$ cat src/sv/iaidf_pkg.sv
// Shared constants, codes and control types for the indexed array engine.
package iaidf_pkg;

    localparam int CAPACITY   = 16;
    localparam int DATA_WIDTH = 32;

    localparam int CMD_W   = 3;
    localparam int POS_W   = 5;
    localparam int VALUE_W = 32;
    localparam int STAT_W  = 2;
    localparam int FOUND_W = 4;
    localparam int LEN_W   = 5;

    localparam int IDX_W = (CAPACITY > 1) ? $clog2(CAPACITY) : 1;
    localparam int CNT_W = $clog2(CAPACITY + 1);

    localparam logic [CMD_W-1:0] CMD_READ   = CMD_W'(0);
    localparam logic [CMD_W-1:0] CMD_INSERT = CMD_W'(1);
    localparam logic [CMD_W-1:0] CMD_DELETE = CMD_W'(2);
    localparam logic [CMD_W-1:0] CMD_FIND   = CMD_W'(3);
    localparam logic [CMD_W-1:0] CMD_WRITE  = CMD_W'(4);

    localparam logic [STAT_W-1:0] ST_OK      = STAT_W'(0);
    localparam logic [STAT_W-1:0] ST_RANGE   = STAT_W'(1);
    localparam logic [STAT_W-1:0] ST_FULL    = STAT_W'(2);
    localparam logic [STAT_W-1:0] ST_MISSING = STAT_W'(3);

    typedef struct packed {
        logic load;   // capture request beat
        logic exec;   // run command against the array
        logic scan;   // resolve find from match vector
    } t_dp_ctl;

    typedef struct packed {
        logic is_find;
    } t_dp_stat;

endpackage

$ cat src/sv/iaidf_ctrl.sv
// Controller state machine: sequences capture, execute, find resolve and result beat.
module iaidf_ctrl (
    input  logic                i_clk,
    input  logic                i_rst_n,
    input  logic                i_valid,
    output logic                o_ready,
    output logic                o_valid,
    input  logic                i_ready,
    input  iaidf_pkg::t_dp_stat i_stat,
    output iaidf_pkg::t_dp_ctl  o_ctl
);

    typedef enum logic [3:0] {
        S_IDLE = 4'b0001,
        S_EXEC = 4'b0010,
        S_SCAN = 4'b0100,
        S_DONE = 4'b1000
    } t_state;

    t_state r_state, n_state;

    always_comb begin
        n_state = r_state;
        unique case (r_state)
            S_IDLE: if (i_valid) n_state = S_EXEC;
            S_EXEC: n_state = i_stat.is_find ? S_SCAN : S_DONE;
            S_SCAN: n_state = S_DONE;
            S_DONE: if (i_ready) n_state = S_IDLE;
            default: n_state = S_IDLE;
        endcase
    end

    always_ff @(posedge i_clk) begin
        if (!i_rst_n) begin
            r_state <= S_IDLE;
        end else begin
            r_state <= n_state;
        end
    end

    assign o_ready    = (r_state == S_IDLE);
    assign o_valid    = (r_state == S_DONE);
    assign o_ctl.load = o_ready && i_valid;
    assign o_ctl.exec = (r_state == S_EXEC);
    assign o_ctl.scan = (r_state == S_SCAN);

    a_one_item: assert property (@(posedge i_clk) disable iff (!i_rst_n)
        !(o_valid && o_ready))
        else $error("request and result sides open together");

    a_load_exec: assert property (@(posedge i_clk) disable iff (!i_rst_n)
        o_ctl.load |=> o_ctl.exec)
        else $error("accepted beat not executed next cycle");

    a_scan_done: assert property (@(posedge i_clk) disable iff (!i_rst_n)
        o_ctl.scan |=> o_valid)
        else $error("find resolve not followed by result");

endmodule

$ cat src/sv/iaidf_dp.sv
// Datapath: element cells, count, per-cell shift and compare, result registers.
module iaidf_dp (
    input  logic                                   i_clk,
    input  logic                                   i_rst_n,
    input  iaidf_pkg::t_dp_ctl                     i_ctl,
    output iaidf_pkg::t_dp_stat                    o_stat,
    input  logic        [iaidf_pkg::CMD_W-1:0]     i_cmd,
    input  logic        [iaidf_pkg::POS_W-1:0]     i_position,
    input  logic signed [iaidf_pkg::VALUE_W-1:0]   i_value,
    output logic        [iaidf_pkg::STAT_W-1:0]    o_status,
    output logic signed [iaidf_pkg::VALUE_W-1:0]   o_data,
    output logic        [iaidf_pkg::FOUND_W-1:0]   o_found_position,
    output logic        [iaidf_pkg::LEN_W-1:0]     o_length
);

    localparam int CAP = iaidf_pkg::CAPACITY;
    localparam int DW  = iaidf_pkg::DATA_WIDTH;

    logic [iaidf_pkg::CMD_W-1:0]   r_cmd;
    logic [iaidf_pkg::POS_W-1:0]   r_pos;
    logic [DW-1:0]                 r_word;
    logic [DW-1:0]                 r_cells [CAP];
    logic [iaidf_pkg::CNT_W-1:0]   r_count, n_count;
    logic [CAP-1:0]                r_match, n_match;

    logic [iaidf_pkg::STAT_W-1:0]  r_status, n_status;
    logic [iaidf_pkg::VALUE_W-1:0] r_data, n_data;
    logic [iaidf_pkg::FOUND_W-1:0] r_found, n_found;
    logic [iaidf_pkg::LEN_W-1:0]   r_length;

    logic [DW-1:0]  n_cells [CAP];
    logic [CAP-1:0] cell_we;
    logic           in_range;
    logic           ins_range;
    logic [iaidf_pkg::IDX_W-1:0] pos_idx;
    logic signed [DW-1:0] rd_word;

    assign pos_idx   = iaidf_pkg::IDX_W'(r_pos);
    assign in_range  = (32'(r_pos) < 32'(r_count));
    assign ins_range = (32'(r_pos) <= 32'(r_count));
    assign rd_word   = r_cells[pos_idx];

    always_comb begin
        n_count  = r_count;
        n_status = iaidf_pkg::ST_OK;
        n_data   = '0;
        cell_we  = '0;
        for (int i = 0; i < CAP; i++) begin
            n_cells[i] = r_word;
            n_match[i] = (32'(i) < 32'(r_count)) && (r_cells[i] == r_word);
        end
        unique case (r_cmd)
            iaidf_pkg::CMD_READ: begin
                if (in_range) n_data = iaidf_pkg::VALUE_W'(rd_word);
                else n_status = iaidf_pkg::ST_RANGE;
            end
            iaidf_pkg::CMD_INSERT: begin
                if (!ins_range) begin
                    n_status = iaidf_pkg::ST_RANGE;
                end else if (32'(r_count) >= 32'(CAP)) begin
                    n_status = iaidf_pkg::ST_FULL;
                end else begin
                    for (int i = 1; i < CAP; i++) begin
                        if (32'(i) > 32'(r_pos) && 32'(i) <= 32'(r_count)) begin
                            n_cells[i] = r_cells[i-1];
                            cell_we[i] = 1'b1;
                        end
                    end
                    cell_we[pos_idx] = 1'b1;
                    n_count = r_count + 1'b1;
                end
            end
            iaidf_pkg::CMD_DELETE: begin
                if (in_range) begin
                    for (int i = 0; i < CAP - 1; i++) begin
                        if (32'(i) >= 32'(r_pos) && 32'(i) + 1 < 32'(r_count)) begin
                            n_cells[i] = r_cells[i+1];
                            cell_we[i] = 1'b1;
                        end
                    end
                    n_count = r_count - 1'b1;
                end else begin
                    n_status = iaidf_pkg::ST_RANGE;
                end
            end
            iaidf_pkg::CMD_FIND: begin
                n_status = iaidf_pkg::ST_MISSING;
            end
            iaidf_pkg::CMD_WRITE: begin
                if (in_range) cell_we[pos_idx] = 1'b1;
                else n_status = iaidf_pkg::ST_RANGE;
            end
            default: ;
        endcase
    end

    // lowest set bit of the match vector
    always_comb begin
        n_found = '0;
        for (int i = CAP - 1; i >= 0; i--) begin
            if (r_match[i]) n_found = iaidf_pkg::FOUND_W'(i);
        end
    end

    always_ff @(posedge i_clk) begin
        if (!i_rst_n) begin
            r_count <= '0;
        end else if (i_ctl.exec) begin
            r_count <= n_count;
        end
    end

    always_ff @(posedge i_clk) begin
        if (i_ctl.load) begin
            r_cmd  <= i_cmd;
            r_pos  <= i_position;
            r_word <= DW'($unsigned(i_value));
        end
        if (i_ctl.exec) begin
            for (int i = 0; i < CAP; i++) begin
                if (cell_we[i]) r_cells[i] <= n_cells[i];
            end
            r_match  <= n_match;
            r_status <= n_status;
            r_data   <= n_data;
            r_found  <= '0;
            r_length <= iaidf_pkg::LEN_W'(n_count);
        end
        if (i_ctl.scan && (|r_match)) begin
            r_status <= iaidf_pkg::ST_OK;
            r_found  <= n_found;
        end
    end

    assign o_stat.is_find   = (r_cmd == iaidf_pkg::CMD_FIND);
    assign o_status         = r_status;
    assign o_data           = r_data;
    assign o_found_position = r_found;
    assign o_length         = r_length;

    a_count_cap: assert property (@(posedge i_clk) disable iff (!i_rst_n)
        32'(r_count) <= 32'(CAP))
        else $error("element count above capacity");

    a_insert_grow: assert property (@(posedge i_clk) disable iff (!i_rst_n)
        (i_ctl.exec && r_cmd == iaidf_pkg::CMD_INSERT && n_status == iaidf_pkg::ST_OK)
        |=> (r_count == $past(r_count) + 1'b1))
        else $error("insert did not grow the array");

    a_find_fixed: assert property (@(posedge i_clk) disable iff (!i_rst_n)
        (i_ctl.exec && r_cmd == iaidf_pkg::CMD_FIND) |=> $stable(r_count))
        else $error("find changed the element count");

endmodule

$ cat src/sv/indexed_array_insert_delete_find_core.sv
// Top level of the indexed array engine: controller plus datapath.
//
// Request channel (i_valid / o_ready) carries one command beat: i_cmd, i_position,
// i_value. Commands: read, insert, delete, find, write; unused codes answer ok and
// change nothing. Result channel (o_valid / i_ready) returns one beat per request:
// o_status, o_data, o_found_position, o_length.
// One request is in flight at a time. A captured beat executes in the execute state
// (insert and delete shift every affected cell in that same cycle), and its result
// is offered from the done state. For find, the execute state registers a per-cell
// match vector and a scan state then priority-encodes it before the done state. The
// controller's state loop paces items: a new beat is taken only back in idle.
// o_ready is high only while no request is held; while a result waits on a low
// i_ready, the result registers hold and no new request is taken.
// Reset (synchronous, active low) empties the array and returns to idle; cell
// contents are not cleared, since no entry at or above the length is ever read.
module indexed_array_insert_delete_find_core (
    input  logic                                   i_clk,
    input  logic                                   i_rst_n,
    input  logic                                   i_valid,
    output logic                                   o_ready,
    input  logic        [iaidf_pkg::CMD_W-1:0]     i_cmd,
    input  logic        [iaidf_pkg::POS_W-1:0]     i_position,
    input  logic signed [iaidf_pkg::VALUE_W-1:0]   i_value,
    output logic                                   o_valid,
    input  logic                                   i_ready,
    output logic        [iaidf_pkg::STAT_W-1:0]    o_status,
    output logic signed [iaidf_pkg::VALUE_W-1:0]   o_data,
    output logic        [iaidf_pkg::FOUND_W-1:0]   o_found_position,
    output logic        [iaidf_pkg::LEN_W-1:0]     o_length
);

    iaidf_pkg::t_dp_ctl  dp_ctl;
    iaidf_pkg::t_dp_stat dp_stat;

    iaidf_ctrl u_ctrl (
        .i_clk   (i_clk),
        .i_rst_n (i_rst_n),
        .i_valid (i_valid),
        .o_ready (o_ready),
        .o_valid (o_valid),
        .i_ready (i_ready),
        .i_stat  (dp_stat),
        .o_ctl   (dp_ctl)
    );

    iaidf_dp u_dp (
        .i_clk            (i_clk),
        .i_rst_n          (i_rst_n),
        .i_ctl            (dp_ctl),
        .o_stat           (dp_stat),
        .i_cmd            (i_cmd),
        .i_position       (i_position),
        .i_value          (i_value),
        .o_status         (o_status),
        .o_data           (o_data),
        .o_found_position (o_found_position),
        .o_length         (o_length)
    );

endmodule

$ cat config.mk
export PLATFORM = sky130hd
export DESIGN_NAME = indexed_array_insert_delete_find_core
export DESIGN_NICKNAME = d
export VERILOG_FILES = /design/src/sv/iaidf_pkg.sv /design/src/sv/iaidf_ctrl.sv /design/src/sv/iaidf_dp.sv /design/src/sv/indexed_array_insert_delete_find_core.sv
export SDC_FILE = /design/constraint.sdc
export NUM_CORES = 2
export LEC_CHECK = 0
export BUFFER_PORTS_ARGS = -buffer_cell sky130_fd_sc_hd__buf_4
export CAP_MARGIN = 20
export CORE_MARGIN = 4
export CORE_UTILIZATION = 60
export DETAILED_ROUTE_END_ITERATION = 6
export GPL_TIMING_DRIVEN = 0
export PLACE_DENSITY_LB_ADDON = 0.3
export REMOVE_ABC_BUFFERS = 1
export SYNTH_ARGS = -nofsm -noshare
export SYNTH_HDL_FRONTEND = slang
export SYNTH_HIERARCHICAL = 1
export SYNTH_SLANG_ARGS = --single-unit
$ cat constraint.sdc
create_clock -name i_clk -period 12.3 [get_ports i_clk]
set_input_delay 0 -clock i_clk [delete_from_list [all_inputs] [get_ports i_clk]]
set_output_delay 0 -clock i_clk [all_outputs]
set_load 0.03 [all_outputs]
==> metrics.txt <==
Hold Crit Depth=2; reg2reg setup slack=5940 ps; clock slew seen by the registers of the worst setup and hold paths=60 ps; clock skew=23.2 ps; min Tclk post-route=6360 ps; remaining antenna violation count=0; final setup fails=0; synth unique cells=83; die width=268 um; Post-synth EDFFs=609; I/O Buffers=88; MaxCap Viol Count=0; DRT Pass-1 Iters=7; Avg WL per Cell=41.3 um; syn_area_per_cell=11.6 um2; Syn Std Cell Area=40,600 um2; DP HPWL=137,000 um; violated checks=DRC; Num Clock Sinks=620; final instance area=47,300 um2; vias in the first global route=33,800; Yosys top cell area share=45.0%; DR iter-0 viols=7,990; routability cong.=1.07; Area Growth Syn to Fin=16.6%; first-pass GRT wire length=257,000 um; Fill cells=4,664; Tot GR Track Use=50.3%; Pins Over Slew Limit=0; CP required=12,630 ps; worst hold path startpoint=i_value[5]; Post-CTS Repair Setup Buffers=0; Pleak=16.0 nW; Post-route DRC=90; Worst setup EP type=register; Clock Root Buffer=clkbuf_16; Tot Pwr=0.00549 W; Initial Util=60.4%; Fin. Hold Viols=0; DIE HEIGHT=268 um; r2r endpoint=u_dp/r_cells[3][3]; CTS tree=done; Final nets=3,571; IO Count=89; synth top area cells=edfxtp_1 (45%), mux4_2 (8.9%), xor2_1 (6.9%); FFs w/ async S/R, synth=0%; FMAX=157 MHz; post-synthesis sequential area ratio=45.6%; Critical Path AT=6690 ps; FF-to-FF Start=u_dp/r_count[4]; placed cell count=4,269; final cell count without fillers=4,455; VDD IR max=0.000115 V; antenna violations before repair=9; RSZ-0062 raised after global routing=false; core area=67,200 um2; post-route clock period utilization=51.7%; critical path startpoint category=register; Post-Synthesis Cells=3,503; share of cells above drive strength 1=17.9%; grt ovf=0; largest area contributor in the netlist=edfxtp_1; WL final=184,000 um; # rows=95; worst hold path type=in2reg; Synthesis Warnings=6; total number of vias=36,400; pwr dens=116 nW/um2; number of buffers created by CTS=74; htree depth=3; placed cell areas=44,500 um2; Worst-Skew Late Latency=640 ps; status=finished with violations; Fin Hold WS=82.1 ps; Max-slew headroom=11.8%; Die ar.=71,900 um2; CTS Buffer Depth=3; ys flop type=edfxtp_1; largest net degree at the start of global routing=60; Synth Register Bits=620; Reg2Reg Depth=9; Worst Hold End=u_dp/r_word[5]; worst-path maximum fanout=37; CP Class=reg2reg; Worst Max-Slew Pin Slew=1320 ps; vias per cell=8.17
cell type report:
cell class              count  area, um2  area share (%)
multi-input cells        2473      20700            43.7
flip-flops and latches    620      18500            39.1
repair buffers            299       4450            9.41
clock buffers              87       1940            4.10
well taps                 873       1090            2.31
clock inverters            48        444           0.938
inverters                  49        184           0.389
diodes                      6       15.0          0.0317
worst max-delay path by stage:
stage	start	to	slack (ps)
final	u_dp/r_count[4]	u_dp/r_cells[3][3]	5940
after global routing	u_dp/r_count[4]	u_dp/r_cells[3][2]	6030
after CTS	u_dp/r_count[4]	u_dp/r_cells[3][7]	6320
after detailed placement	u_dp/r_count[4]	u_dp/r_cells[3][3]	6340
after global placement	u_dp/r_pos[1]	u_dp/r_cells[0][2]	-7480
after floorplan	u_dp/r_pos[1]	u_dp/r_cells[0][0]	1090
routing by layer:
| metal | vias to the layer above | share of wire [%] | track usage [%] |
|---|---|---|---|
| met5 | - | 0.030 | 0 |
| li1 | 13900 | - | - |
| met1 | 17600 | 33 | 63.9 |
| met2 | 4055 | 41 | 70.4 |
| met3 | 817 | 17 | 19.9 |
| met4 | 8 | 9.7 | 35.6 |
sequential cells by signal, summed over array words and instances (netlist names):
name and cells:
u_dp/o_length 5, u_dp/r_cells 512, u_dp/r_match 16, u_dp/o_status 2, u_dp/r_word 32, u_dp/o_found_position 4
u_dp/r_count 5, u_dp/r_pos 5, u_ctrl/r_state 4, u_dp/o_data 32, u_dp/r_cmd 3
cell usage after synthesis (all sizes together) (3+ instances only):
| library cell | number |
|---|---|
| a211oi | 4 |
| buf | 164 |
| o21a | 14 |
| o211ai | 62 |
| nor4 | 106 |
| clkinv | 14 |
| and3 | 49 |
| mux2 | 34 |
| or4 | 6 |
| dfxtp | 11 |
| a2111oi | 7 |
| and2 | 12 |
| xor2 | 319 |
| a221o | 108 |
| ha | 10 |
| a31oi | 5 |
| a22oi | 179 |
| mux4 | 160 |
| a211o | 8 |
| o31ai | 72 |
| or2 | 11 |
| nor3 | 70 |
| clkbuf | 197 |
| o21ai | 172 |
| inv | 35 |
| mux2i | 75 |
| a21o | 66 |
| nand2b | 9 |
| nand2 | 155 |
| xnor2 | 198 |
| o221ai | 3 |
| a21oi | 41 |
| a22o | 65 |
| nand4 | 72 |
| nor2 | 90 |
| or3 | 13 |
| nor3b | 11 |
| a222oi | 10 |
| o22ai | 117 |
| nor2b | 38 |
| nand3 | 57 |
| edfxtp | 609 |
| o311ai | 23 |
report_power, final:
| group | total (W) | switching [W] | internal (W) |
|---|---|---|---|
| Combinational | 0.000850 | 0.000503 | 0.000347 |
| Sequential | 0.00241 | 0.0000505 | 0.00236 |
| Clock | 0.00223 | 0.000948 | 0.00128 |
| Total | 0.00549 | 0.00150 | 0.00399 |
metrics by stage:
step	setup WS [ps]	TNS [ps]	utilization, %
2_1_floorplan	1090	0	-
4_1_cts	6320	0	70.4
5_1_grt	6030	0	70.5
3_5_place_dp	6340	0	66.2
3_3_place_gp	-7480	-2587750	60.7
6_report	5940	0	70.5
critical path, stage by stage (launching register included):
cell	delay, ps
dfxtp_2	1010
inv_1	370
ha_1	420
a21oi_1	200
and2_1	600
and3_2	970
or2_1	930
o21ai_2	450
a21oi_4	800
buf_16	250
placed cells by master, fill, tap and decap left out, types with 78 or more instances in the layout:
master	netlist	layout
mux4_2	160	160
edfxtp_1	609	609
nor4_1	101	98
nand2_1	155	155
a22oi_1	179	179
xor2_1	319	319
buf_4	13	105
a221o_1	108	108
buf_16	0	78
xnor2_1	198	198
o22ai_1	117	117
nor2_1	88	81
o21ai_0	151	150
kinds of logic after synthesis:
family / count (synthesis) / share of synthesized area (%)
AO/OA/AOI/OAI: 973 / 17.5
AND/OR/NAND/NOR: 704 / 9.39
flip-flops: 620 / 45.6
XOR/XNOR: 517 / 11.2
buffers and inverters: 410 / 4.36
multiplexers: 269 / 11.7
adder cells (fa/ha/maj): 10 / 0.308
what timing repair did:
item | 4_1_cts | 5_1_grt
hold endpoints to repair | 54 | 0
hold buffers | 43 | 0
resized for setup | 0 | 0
(Power assumes the default switching activity.)
